### config.mk
export PLATFORM = sky130hd
export DESIGN_NAME = ubx_frame_hunter_flat
export DESIGN_NICKNAME = d
export VERILOG_FILES = /design/src/rtl/core/ubxfh_pkg.sv /design/src/rtl/core/ubxfh_byte_if.sv /design/src/rtl/core/ubxfh_result_if.sv /design/src/rtl/core/ubx_frame_hunter.sv /design/src/rtl/core/ubxfh_parser.sv /design/src/rtl/core/ubxfh_out_buf.sv /design/src/flat_wrapper.sv
export SDC_FILE = /design/constraint.sdc
export NUM_CORES = 1
export LEC_CHECK = 0
export BUFFER_PORTS_ARGS = -buffer_cell sky130_fd_sc_hd__buf_2
export CORE_AREA = 5 5 136 138
export CTS_BUF_LIST = sky130_fd_sc_hd__clkbuf_16
export DETAILED_ROUTE_END_ITERATION = 10
export DIE_AREA = 0 0 141 143
export HOLD_SLACK_MARGIN = 0.08
export PLACE_DENSITY_LB_ADDON = 0.05
export SYNTH_ARGS = -nofsm -noshare
export SYNTH_HDL_FRONTEND = slang
export SYNTH_SLANG_ARGS = --single-unit
### constraint.sdc
create_clock -name clk -period 10.12 [get_ports clk]
set_input_delay 1.012 -clock clk [delete_from_list [all_inputs] [get_ports clk]]
set_output_delay 1.012 -clock clk [all_outputs]
set_load 0.02 [all_outputs]
### src/rtl/core/ubxfh_pkg.sv
package ubxfh_pkg;

  localparam logic [7:0] SYNC_FIRST  = 8'hB5;
  localparam logic [7:0] SYNC_SECOND = 8'h62;

  localparam int unsigned CFG_DATA_W  = 16;
  localparam int unsigned CFG_INDEX_W = 2;

  localparam logic [CFG_INDEX_W-1:0] REG_MATCH_CLASS   = 2'd0;
  localparam logic [CFG_INDEX_W-1:0] REG_MATCH_ID      = 2'd1;
  localparam logic [CFG_INDEX_W-1:0] REG_PAYLOAD_LIMIT = 2'd2;

  localparam logic [7:0]  RST_MATCH_CLASS   = 8'd5;
  localparam logic [7:0]  RST_MATCH_ID      = 8'd1;
  localparam logic [15:0] RST_PAYLOAD_LIMIT = 16'd64;

  localparam logic KIND_PAYLOAD  = 1'b0;
  localparam logic KIND_COMPLETE = 1'b1;

  typedef struct packed {
    logic [7:0]  match_class;
    logic [7:0]  match_id;
    logic [15:0] payload_limit;
  } cfg_t;

  typedef struct packed {
    logic        result_kind;
    logic [7:0]  payload_byte;
    logic [15:0] byte_position;
    logic [15:0] frame_length;
    logic        truncated;
  } result_t;

  typedef enum logic [8:0] {
    ST_HUNT    = 9'b000000001,
    ST_SYNC2   = 9'b000000010,
    ST_CLASS   = 9'b000000100,
    ST_IDENT   = 9'b000001000,
    ST_LEN_LO  = 9'b000010000,
    ST_LEN_HI  = 9'b000100000,
    ST_PAYLOAD = 9'b001000000,
    ST_CK_A    = 9'b010000000,
    ST_CK_B    = 9'b100000000
  } state_t;

endpackage

### src/rtl/core/ubxfh_byte_if.sv
interface ubxfh_byte_if;
  logic       valid;
  logic       ready;
  logic [7:0] rx_byte;

  modport source (output valid, output rx_byte, input ready);
  modport sink (input valid, input rx_byte, output ready);
endinterface

### src/rtl/core/ubxfh_result_if.sv
interface ubxfh_result_if;
  logic        valid;
  logic        ready;
  logic        result_kind;
  logic [7:0]  payload_byte;
  logic [15:0] byte_position;
  logic [15:0] frame_length;
  logic        truncated;

  modport source (
    output valid, output result_kind, output payload_byte, output byte_position,
    output frame_length, output truncated, input ready
  );
  modport sink (
    input valid, input result_kind, input payload_byte, input byte_position,
    input frame_length, input truncated, output ready
  );
endinterface

### src/rtl/core/ubx_frame_hunter.sv
// Frame hunter: takes one received byte per beat on rx and one result per beat on res.
// A byte is taken every cycle that rx is ready; the rate is set by the single hunt state
// register, which the byte updates in the cycle it is accepted. Results pass through
// a two-entry output buffer, so rx stays ready while one result waits on res; rx.ready
// drops only while two results are held. Configuration writes go through cfg_we, cfg_index
// and cfg_data (index 0 match class, 1 match id, 2 payload limit; other indexes are ignored).
module ubx_frame_hunter (
  input  logic                                clk,
  input  logic                                rst,
  ubxfh_byte_if.sink                          rx,
  ubxfh_result_if.source                      res,
  input  logic                                cfg_we,
  input  logic [ubxfh_pkg::CFG_INDEX_W-1:0]   cfg_index,
  input  logic [ubxfh_pkg::CFG_DATA_W-1:0]    cfg_data
);
  import ubxfh_pkg::*;

  cfg_t    cfg;
  logic    push;
  result_t push_data;
  logic    space;

  always_ff @(posedge clk) begin
    if (rst) begin
      cfg.match_class   <= RST_MATCH_CLASS;
      cfg.match_id      <= RST_MATCH_ID;
      cfg.payload_limit <= RST_PAYLOAD_LIMIT;
    end else if (cfg_we) begin
      unique case (cfg_index)
        REG_MATCH_CLASS:   cfg.match_class   <= cfg_data[7:0];
        REG_MATCH_ID:      cfg.match_id      <= cfg_data[7:0];
        REG_PAYLOAD_LIMIT: cfg.payload_limit <= cfg_data[15:0];
        default: ;
      endcase
    end
  end

  ubxfh_parser u_parser (
    .clk       (clk),
    .rst       (rst),
    .rx        (rx),
    .cfg       (cfg),
    .space     (space),
    .push      (push),
    .push_data (push_data)
  );

  ubxfh_out_buf u_out_buf (
    .clk       (clk),
    .rst       (rst),
    .push      (push),
    .push_data (push_data),
    .space     (space),
    .res       (res)
  );

endmodule

### src/rtl/core/ubxfh_parser.sv
module ubxfh_parser (
  input  logic             clk,
  input  logic             rst,
  ubxfh_byte_if.sink       rx,
  input  ubxfh_pkg::cfg_t  cfg,
  input  logic             space,
  output logic             push,
  output ubxfh_pkg::result_t push_data
);
  import ubxfh_pkg::*;

  state_t      state, state_next;
  logic [7:0]  frame_class, frame_class_next;
  logic [7:0]  frame_ident, frame_ident_next;
  logic [15:0] payload_length, payload_length_next;
  logic [15:0] payload_index, payload_index_next;

  logic        accept;
  logic        frame_hit;
  logic        emit;
  logic [7:0]  c;
  logic [15:0] index_inc;
  logic [15:0] length_full;

  assign rx.ready    = space;
  assign accept      = rx.valid && rx.ready;
  assign c           = rx.rx_byte;
  assign frame_hit   = (frame_class == cfg.match_class) && (frame_ident == cfg.match_id);
  assign index_inc   = payload_index + 16'd1;
  assign length_full = {c, payload_length[7:0]};

  always_comb begin
    state_next          = state;
    frame_class_next    = frame_class;
    frame_ident_next    = frame_ident;
    payload_length_next = payload_length;
    payload_index_next  = payload_index;
    emit                = 1'b0;
    push_data           = '0;
    unique case (state)
      ST_SYNC2: begin
        state_next = (c == SYNC_SECOND) ? ST_CLASS : ST_HUNT;
      end
      ST_CLASS: begin
        frame_class_next = c;
        state_next       = ST_IDENT;
      end
      ST_IDENT: begin
        frame_ident_next = c;
        state_next       = ST_LEN_LO;
      end
      ST_LEN_LO: begin
        payload_length_next = {8'd0, c};
        state_next          = ST_LEN_HI;
      end
      ST_LEN_HI: begin
        payload_length_next = length_full;
        payload_index_next  = '0;
        state_next          = (length_full == 16'd0) ? ST_CK_A : ST_PAYLOAD;
      end
      ST_PAYLOAD: begin
        emit                    = frame_hit && (payload_index < cfg.payload_limit);
        push_data.result_kind   = KIND_PAYLOAD;
        push_data.payload_byte  = c;
        push_data.byte_position = payload_index;
        push_data.frame_length  = payload_length;
        payload_index_next      = index_inc;
        if (index_inc >= payload_length) begin
          state_next = ST_CK_A;
        end
      end
      ST_CK_A: begin
        state_next = ST_CK_B;
      end
      ST_CK_B: begin
        emit                   = frame_hit;
        push_data.result_kind  = KIND_COMPLETE;
        push_data.frame_length = payload_length;
        push_data.truncated    = payload_length > cfg.payload_limit;
        state_next             = ST_HUNT;
      end
      default: begin
        state_next = (c == SYNC_FIRST) ? ST_SYNC2 : ST_HUNT;
      end
    endcase
  end

  assign push = accept && emit;

  always_ff @(posedge clk) begin
    if (rst) begin
      state          <= ST_HUNT;
      frame_class    <= '0;
      frame_ident    <= '0;
      payload_length <= '0;
      payload_index  <= '0;
    end else if (accept) begin
      state          <= state_next;
      frame_class    <= frame_class_next;
      frame_ident    <= frame_ident_next;
      payload_length <= payload_length_next;
      payload_index  <= payload_index_next;
    end
  end

  a_push_state: assert property (@(posedge clk) disable iff (rst)
    push |-> (state == ST_PAYLOAD || state == ST_CK_B))
    else $error("result pushed outside payload or checksum state");

  a_end_to_hunt: assert property (@(posedge clk) disable iff (rst)
    (accept && state == ST_CK_B) |=> state == ST_HUNT)
    else $error("frame end did not return to hunting");

  a_hold_idle: assert property (@(posedge clk) disable iff (rst)
    !accept |=> $stable(state) && $stable(payload_index))
    else $error("parser state moved without a beat");

endmodule

### src/rtl/core/ubxfh_out_buf.sv
module ubxfh_out_buf (
  input  logic               clk,
  input  logic               rst,
  input  logic               push,
  input  ubxfh_pkg::result_t push_data,
  output logic               space,
  ubxfh_result_if.source     res
);
  import ubxfh_pkg::*;

  logic    out_valid;
  result_t out_data;
  logic    skid_valid;
  result_t skid_data;
  logic    take;

  assign take  = res.ready || !out_valid;
  assign space = !skid_valid;

  always_ff @(posedge clk) begin
    if (rst) begin
      out_valid  <= 1'b0;
      skid_valid <= 1'b0;
    end else if (take) begin
      if (skid_valid) begin
        out_valid  <= 1'b1;
        skid_valid <= push;
      end else begin
        out_valid <= push;
      end
    end else if (push) begin
      skid_valid <= 1'b1;
    end
  end

  always_ff @(posedge clk) begin
    if (take) begin
      if (skid_valid) begin
        out_data <= skid_data;
        if (push) begin
          skid_data <= push_data;
        end
      end else if (push) begin
        out_data <= push_data;
      end
    end else if (push) begin
      skid_data <= push_data;
    end
  end

  assign res.valid         = out_valid;
  assign res.result_kind   = out_data.result_kind;
  assign res.payload_byte  = out_data.payload_byte;
  assign res.byte_position = out_data.byte_position;
  assign res.frame_length  = out_data.frame_length;
  assign res.truncated     = out_data.truncated;

  a_skid_behind_out: assert property (@(posedge clk) disable iff (rst)
    skid_valid |-> out_valid)
    else $error("skid holds a beat while output is empty");

  a_no_push_full: assert property (@(posedge clk) disable iff (rst)
    push |-> !skid_valid)
    else $error("push into full buffer");

  a_stall_fills_skid: assert property (@(posedge clk) disable iff (rst)
    (out_valid && !res.ready && push) |=> skid_valid && out_valid)
    else $error("stalled push was lost");

endmodule
### src/flat_wrapper.sv
// flat-port wrapper written by rule: the top's interface ports become plain ports
module ubx_frame_hunter_flat import ubxfh_pkg::*;
  (clk, rst, cfg_we, cfg_index, cfg_data, rx_valid, rx_rx_byte, rx_ready, res_valid, res_result_kind, res_payload_byte, res_byte_position, res_frame_length, res_truncated, res_ready);
  ubxfh_byte_if rx_i ();
  ubxfh_result_if res_i ();
  input  logic clk;
  input  logic rst;
  input  logic cfg_we;
  input  logic [ubxfh_pkg::CFG_INDEX_W-1:0] cfg_index;
  input  logic [ubxfh_pkg::CFG_DATA_W-1:0] cfg_data;
  input wire logic [$bits(rx_i.valid)-1:0] rx_valid;
  input wire logic [$bits(rx_i.rx_byte)-1:0] rx_rx_byte;
  output wire logic [$bits(rx_i.ready)-1:0] rx_ready;
  output wire logic [$bits(res_i.valid)-1:0] res_valid;
  output wire logic [$bits(res_i.result_kind)-1:0] res_result_kind;
  output wire logic [$bits(res_i.payload_byte)-1:0] res_payload_byte;
  output wire logic [$bits(res_i.byte_position)-1:0] res_byte_position;
  output wire logic [$bits(res_i.frame_length)-1:0] res_frame_length;
  output wire logic [$bits(res_i.truncated)-1:0] res_truncated;
  input wire logic [$bits(res_i.ready)-1:0] res_ready;
  assign rx_i.valid = rx_valid;
  assign rx_i.rx_byte = rx_rx_byte;
  assign rx_ready = rx_i.ready;
  assign res_valid = res_i.valid;
  assign res_result_kind = res_i.result_kind;
  assign res_payload_byte = res_i.payload_byte;
  assign res_byte_position = res_i.byte_position;
  assign res_frame_length = res_i.frame_length;
  assign res_truncated = res_i.truncated;
  assign res_i.ready = res_ready;
  ubx_frame_hunter u_core (.clk(clk), .rst(rst), .rx(rx_i), .res(res_i), .cfg_we(cfg_we), .cfg_index(cfg_index), .cfg_data(cfg_data));
endmodule
# == Yosys cells after proc, flatten, opt, wreduce, memory -nomap -nowiden ==
# Index checks and enable logic that the tools add are counted.
# totals
register_bits,175
in_bits,31
output_inout_bits,44
word_cells,87
# op_classes
add_sub_neg,1
magnitude_cmp,3
eq_ne,16
n_mux,21
bitwise,1
reduce_logical,24
# ops
op,count
two-way mux 42 bit,5
one-hot mux 9 bit (8 select lines),1
one-hot mux 16 bit (2 select lines),2
two-way mux 24 bit,1
AND reduction 2 bit,9
adder 16 x 1 -> 16 bit (second input constant),1
equality test 8 bit,2
greater-or-equal comparator 16 bit,1
> comparator 16 bit,1
logical NOT 16 bit,1
< comparator 16 bit,1
two-way mux 16 bit,1
equality test 9 x 2 -> 1 bit (second input constant),1
equality test 9 x 3 -> 1 bit (second input constant),1
equality test 9 x 4 -> 1 bit (second input constant),1
equality test 9 x 5 -> 1 bit (second input constant),1
equality test 9 x 6 -> 1 bit (second input constant),1
equality test 9 x 7 -> 1 bit (second input constant),1
equality test 9 x 8 -> 1 bit (second input constant),1
equality test 9 bit (second input constant),1
two-way mux 9 bit,1
equality test 8 x 7 -> 1 bit (second input constant),1
equality test 8 bit (second input constant),1
two-way mux 8 bit,1
other kinds (15),28

# == Logic depth before layout (Yosys ltp) ==
# depth
depth_word,8
depth_mapped,14
ltp_nobuf,13

# == Hierarchy ==
# Synthesis repeated with hierarchy kept, for this count alone.
# unflattened
hier_cells,811
hier_area_um2,8807.2
# modules_own_cells
module,n_inst,cells_each,area_per_inst_um2,seq_area_each_um2
ubxfh_parser,1,541,4287.9,1141.1
ubxfh_out_buf,1,143,3179.3,2562.5
ubx_frame_hunter,1,127,1340.0,640.6

# == Worst setup path after synthesis ==
# OpenSTA, ideal clock, no wires.
# synth_timing
kind,register to register
start,register u_core.u_parser.state[4]
end,register u_core.u_out_buf.out_data (netlist bit u_core.u_out_buf.res.byte_position[0]) (enable)
setup_time_ps,505
arrival_time_ps,5342
t_required_ps,9615
slack_ps,4273
stages_incl_launch_ff,8
n_path_buf,1
synth_period_minus_slack_ps,5847
cell_sequence,dfxtp_1 > or4b_4 > or4_1 > buf_2 > or3_1 > nor4_1 > o2111ai_1 > a21boi_0
# synth_via
elab_chain_len,5
word_cells_on_any_way,6
cone_classes,eq/ne (2); mux (1); reduce/logical (3)
# synth_rtl
item,line,source
"start, declared",ubxfh_parser.sv:12,"state_t state, state_next;"
"start signal, assigned",ubxfh_parser.sv:98,state <= state_next;
equality test 9 bit or equality test 9 x 7 -> 1 bit (tied branches),ubxfh_parser.sv:40,unique case (state)
one-hot mux 1 bit (2 select lines) (*),ubxfh_parser.sv:40,
logical AND 1 bit (*),ubxfh_parser.sv:88,assign push = accept && emit;
nonzero test 2 bit (no line) (*),-,
AND reduction 2 bit (no line) (*),-,
"end signal, assigned",ubxfh_out_buf.sv:39,out_data <= skid_data;
"end signal, assigned",ubxfh_out_buf.sv:44,out_data <= push_data;
"end, declared",ubxfh_out_buf.sv:12,result_t out_data;
# Every way passes the cells marked *; elsewhere a longest branch is shown, timed or not.
# A chain may end at the register's enable or synchronous reset.

==> impl_metrics.env <==
export IMPL_ys_flop_type="dfxtp_1"
export IMPL_finalNonFillerCells=1154
export IMPL_cp_startpoint="u_core.u_parser.state[4]"
export IMPL_synth_seq_area_share_pct=51.5
export IMPL_postCtsHoldBufs=0
export IMPL_grt_pass1_vias=6073
export IMPL_ios=75
export IMPL_die_area_mm2=0.0202
export IMPL_ys_seq_elements=175
export IMPL_synth_fa_ha_area_share_pct=7.11
export IMPL_critPathMaxFanout=42
export IMPL_power_density_mw_per_mm2=153
export IMPL_fin_skew_ns=0.0167
export IMPL_muxShareOfSynthArea_pct=4.88
export IMPL_ant_nets=0
export IMPL_slew_headroom_pct=20.8
export IMPL_yosys_cell_count_top_type="nand2_1"
export IMPL_final_hold_viol_count=0
export IMPL_clockBufferDepth=2
export IMPL_grt_use_total_pct=21.5
export IMPL_r2r_start="u_core.u_parser.state[4]"
export IMPL_cts_tree="built"
export IMPL_die_h_um=143
export IMPL_htree_levels=4
export IMPL_vias=6389
export IMPL_cp_required_ns=10.16
export IMPL_end_kind="flop"
export IMPL_fin_crit_sh_pct=42.3
export IMPL_fillers=1550
export IMPL_start_kind="flop"
export IMPL_syn_num_nets=936
export IMPL_syn_avg_cell_area_um2=9.85
export IMPL_synth_cell_type_count=57
export IMPL_antenna_found_initial=0
export IMPL_r2r_setup_slack_ns=5.84
export IMPL_diodes=0
export IMPL_hpwlAfterDp_um=15700
export IMPL_place_ws_ns=5.80
export IMPL_cts_root_buf="clkbuf_16"
export IMPL_status="complete, no violations"
export IMPL_path_clk_slew_ns=0.07
export IMPL_crit_type="flop to flop"
export IMPL_layout_drive_gt1_share_pct=14.6
export IMPL_initial_core_util_pct=49.5
export IMPL_layout_nets=995
export IMPL_ir_drop_v=0.000115
export IMPL_min_from="u_core.cfg[7]"
export IMPL_core_mm2=0.0171
export IMPL_drv_cap=0
export IMPL_postCtsSetupRepairBufs=0
export IMPL_tns_ns=0
export IMPL_final_core_util_pct=56.4
export IMPL_insertion_delay_ns=0.44
export IMPL_area_growth_syn_to_layout_pct=13.9
export IMPL_dp_cells=1122
export IMPL_synth_commonest_cells="152 x nand2_1, 91 x dfxtp_1, 84 x edfxtp_1"
export IMPL_cts_buffers=17
export IMPL_whs_ns=0.456
export IMPL_synth_edf_count=84
export IMPL_wl_per_cell_um=18.5
export IMPL_routed_wl_um=21300
export IMPL_finalCriticalPeriod_ns=4.28
export IMPL_synth_simple_area_share_pct=19.3
export IMPL_clock_fmax_ghz=0.234
export IMPL_routed_via_density=5.54
export IMPL_num_rows=48
export IMPL_yosys_warnings=0
export IMPL_synth_top_cell_area_share_pct=29.9
export IMPL_tightest_slew_ns=1.19
export IMPL_syn_inst=857
export IMPL_grt_max_degree=98
export IMPL_die_x_um=141
export IMPL_cts_resized_gates=0
export IMPL_hold_class="flop to flop"
export IMPL_synthesis_area_mm2=0.00844
export IMPL_async_reset_ff_share_pct=0
export IMPL_slew_viol_final=0
export IMPL_gp_congestion=1.01
export IMPL_grt_overflow=0
export IMPL_io_buffers=74
export IMPL_drtPass1Iterations=5
export IMPL_synth_top_family_by_area="simple AND/OR/NAND/NOR gates"
export IMPL_worstPathArrival_ns=4.32
export IMPL_fin_ws_ns=5.84
export IMPL_yosys_area_top_type="edfxtp_1"
export IMPL_drcViolationCount=0
export IMPL_clock_sinks=175
export IMPL_drtIter0Drc=591
export IMPL_rsz0062_at_grt="false"
export IMPL_leakage_nw=3.92
export IMPL_synth_compound_area_share_pct=10.5
export IMPL_setup_viol_count_final=0
export IMPL_synth_xor_area_share_pct=3.32
export IMPL_grt_pass1_wl_um=33600
export IMPL_ys_top_cells_by_area="edfxtp_1 30%, dfxtp_1 22%, ha_1 7.1%, nand2_1 6.8%, a21oi_1 4.1%"
-- per-layer routing --
layer	wire (um)	global-route usage [%]
met1	10300	31.3
met4	476	7.70
met3	1210	3.58
met2	9330	32.6
met5	0	0
-- cell usage in the layout, fill, tap and decap left out, types with 13 or more instances in the layout --
master,Yosys,routed
a21oi_1,69,69
and2_1,27,27
buf_2,2,74
clkbuf_16,0,17
dfxtp_1,91,91
edfxtp_1,84,84
ha_1,48,48
inv_1,35,35
mux2_2,17,17
mux2i_1,22,22
nand2_1,152,152
nand3_1,17,17
nand4_1,13,13
nor2_1,63,62
o21ai_0,20,20
xnor2_1,22,22
-- path summary, 6_finish.rpt --
check	endpoint	cells past startpoint
worst max-delay path	u_core.u_out_buf.skid_data[6]	6
worst min-delay path	u_core.cfg[7]	2
worst max register to register	u_core.u_out_buf.skid_data[6]	6
worst min register to register	u_core.cfg[7]	2
-- cell type report --
cell class / count / area [um2] / area share [%]
clock inverters: 15 / 190 / 1.98
clock buffers: 17 / 425 / 4.42
multi-input cells: 607 / 3830 / 39.9
inverters: 36 / 135 / 1.41
flip-flops and latches: 175 / 4340 / 45.2
repair buffers: 79 / 408 / 4.24
well taps: 225 / 282 / 2.93
-- cell families (layout without fill, tap and decap cells) --
family | Yosys count | count (layout)
compound gates | 144 | 144
xor+xnor | 32 | 32
mux | 39 | 39
simple gates | 344 | 344
flops | 175 | 175
fa+ha+maj | 48 | 48
buf+inv | 75 | 147
-- where the power goes --
group / leakage (nW) / switching [mW] / internal (mW)
registers: 1.55 / 0.00341 / 0.739
logic: 2.08 / 0.0302 / 0.0184
clock network: 0.299 / 0.307 / 0.376
total: 3.92 / 0.341 / 1.13
-- stage by stage --
stage	instance area (um2)	power, mW
after global routing	9620	1.53
after CTS	9620	1.49
after floorplan	8440	0.786
after global placement	9000	0.806
final	9620	1.47
after detailed placement	9000	0.807
-- flip-flops by register name (all words and copies together) (netlist names) --
signal                              count
u_core.u_out_buf.res.payload_byte       8
u_core.u_parser.frame_ident             8
u_core.u_parser.payload_length         16
u_core.u_out_buf.res.valid              1
u_core.cfg                             32
u_core.u_parser.payload_index          16
u_core.u_out_buf.res.result_kind        1
u_core.u_out_buf.res.truncated          1
u_core.u_out_buf.res.byte_position     16
u_core.u_out_buf.skid_valid             1
u_core.u_out_buf.skid_data             42
u_core.u_out_buf.res.frame_length      16
u_core.u_parser.state                   9
u_core.u_parser.frame_class             8
-- critical path, stage by stage (launching register included) --
cell       delay, ns
dfxtp_1         0.37
or4b_4          0.54
or4_1           0.81
or3_1           0.45
nor4_1          0.23
o2111ai_1       0.37
nor2_4          1.06
(Power assumes the default switching activity.)
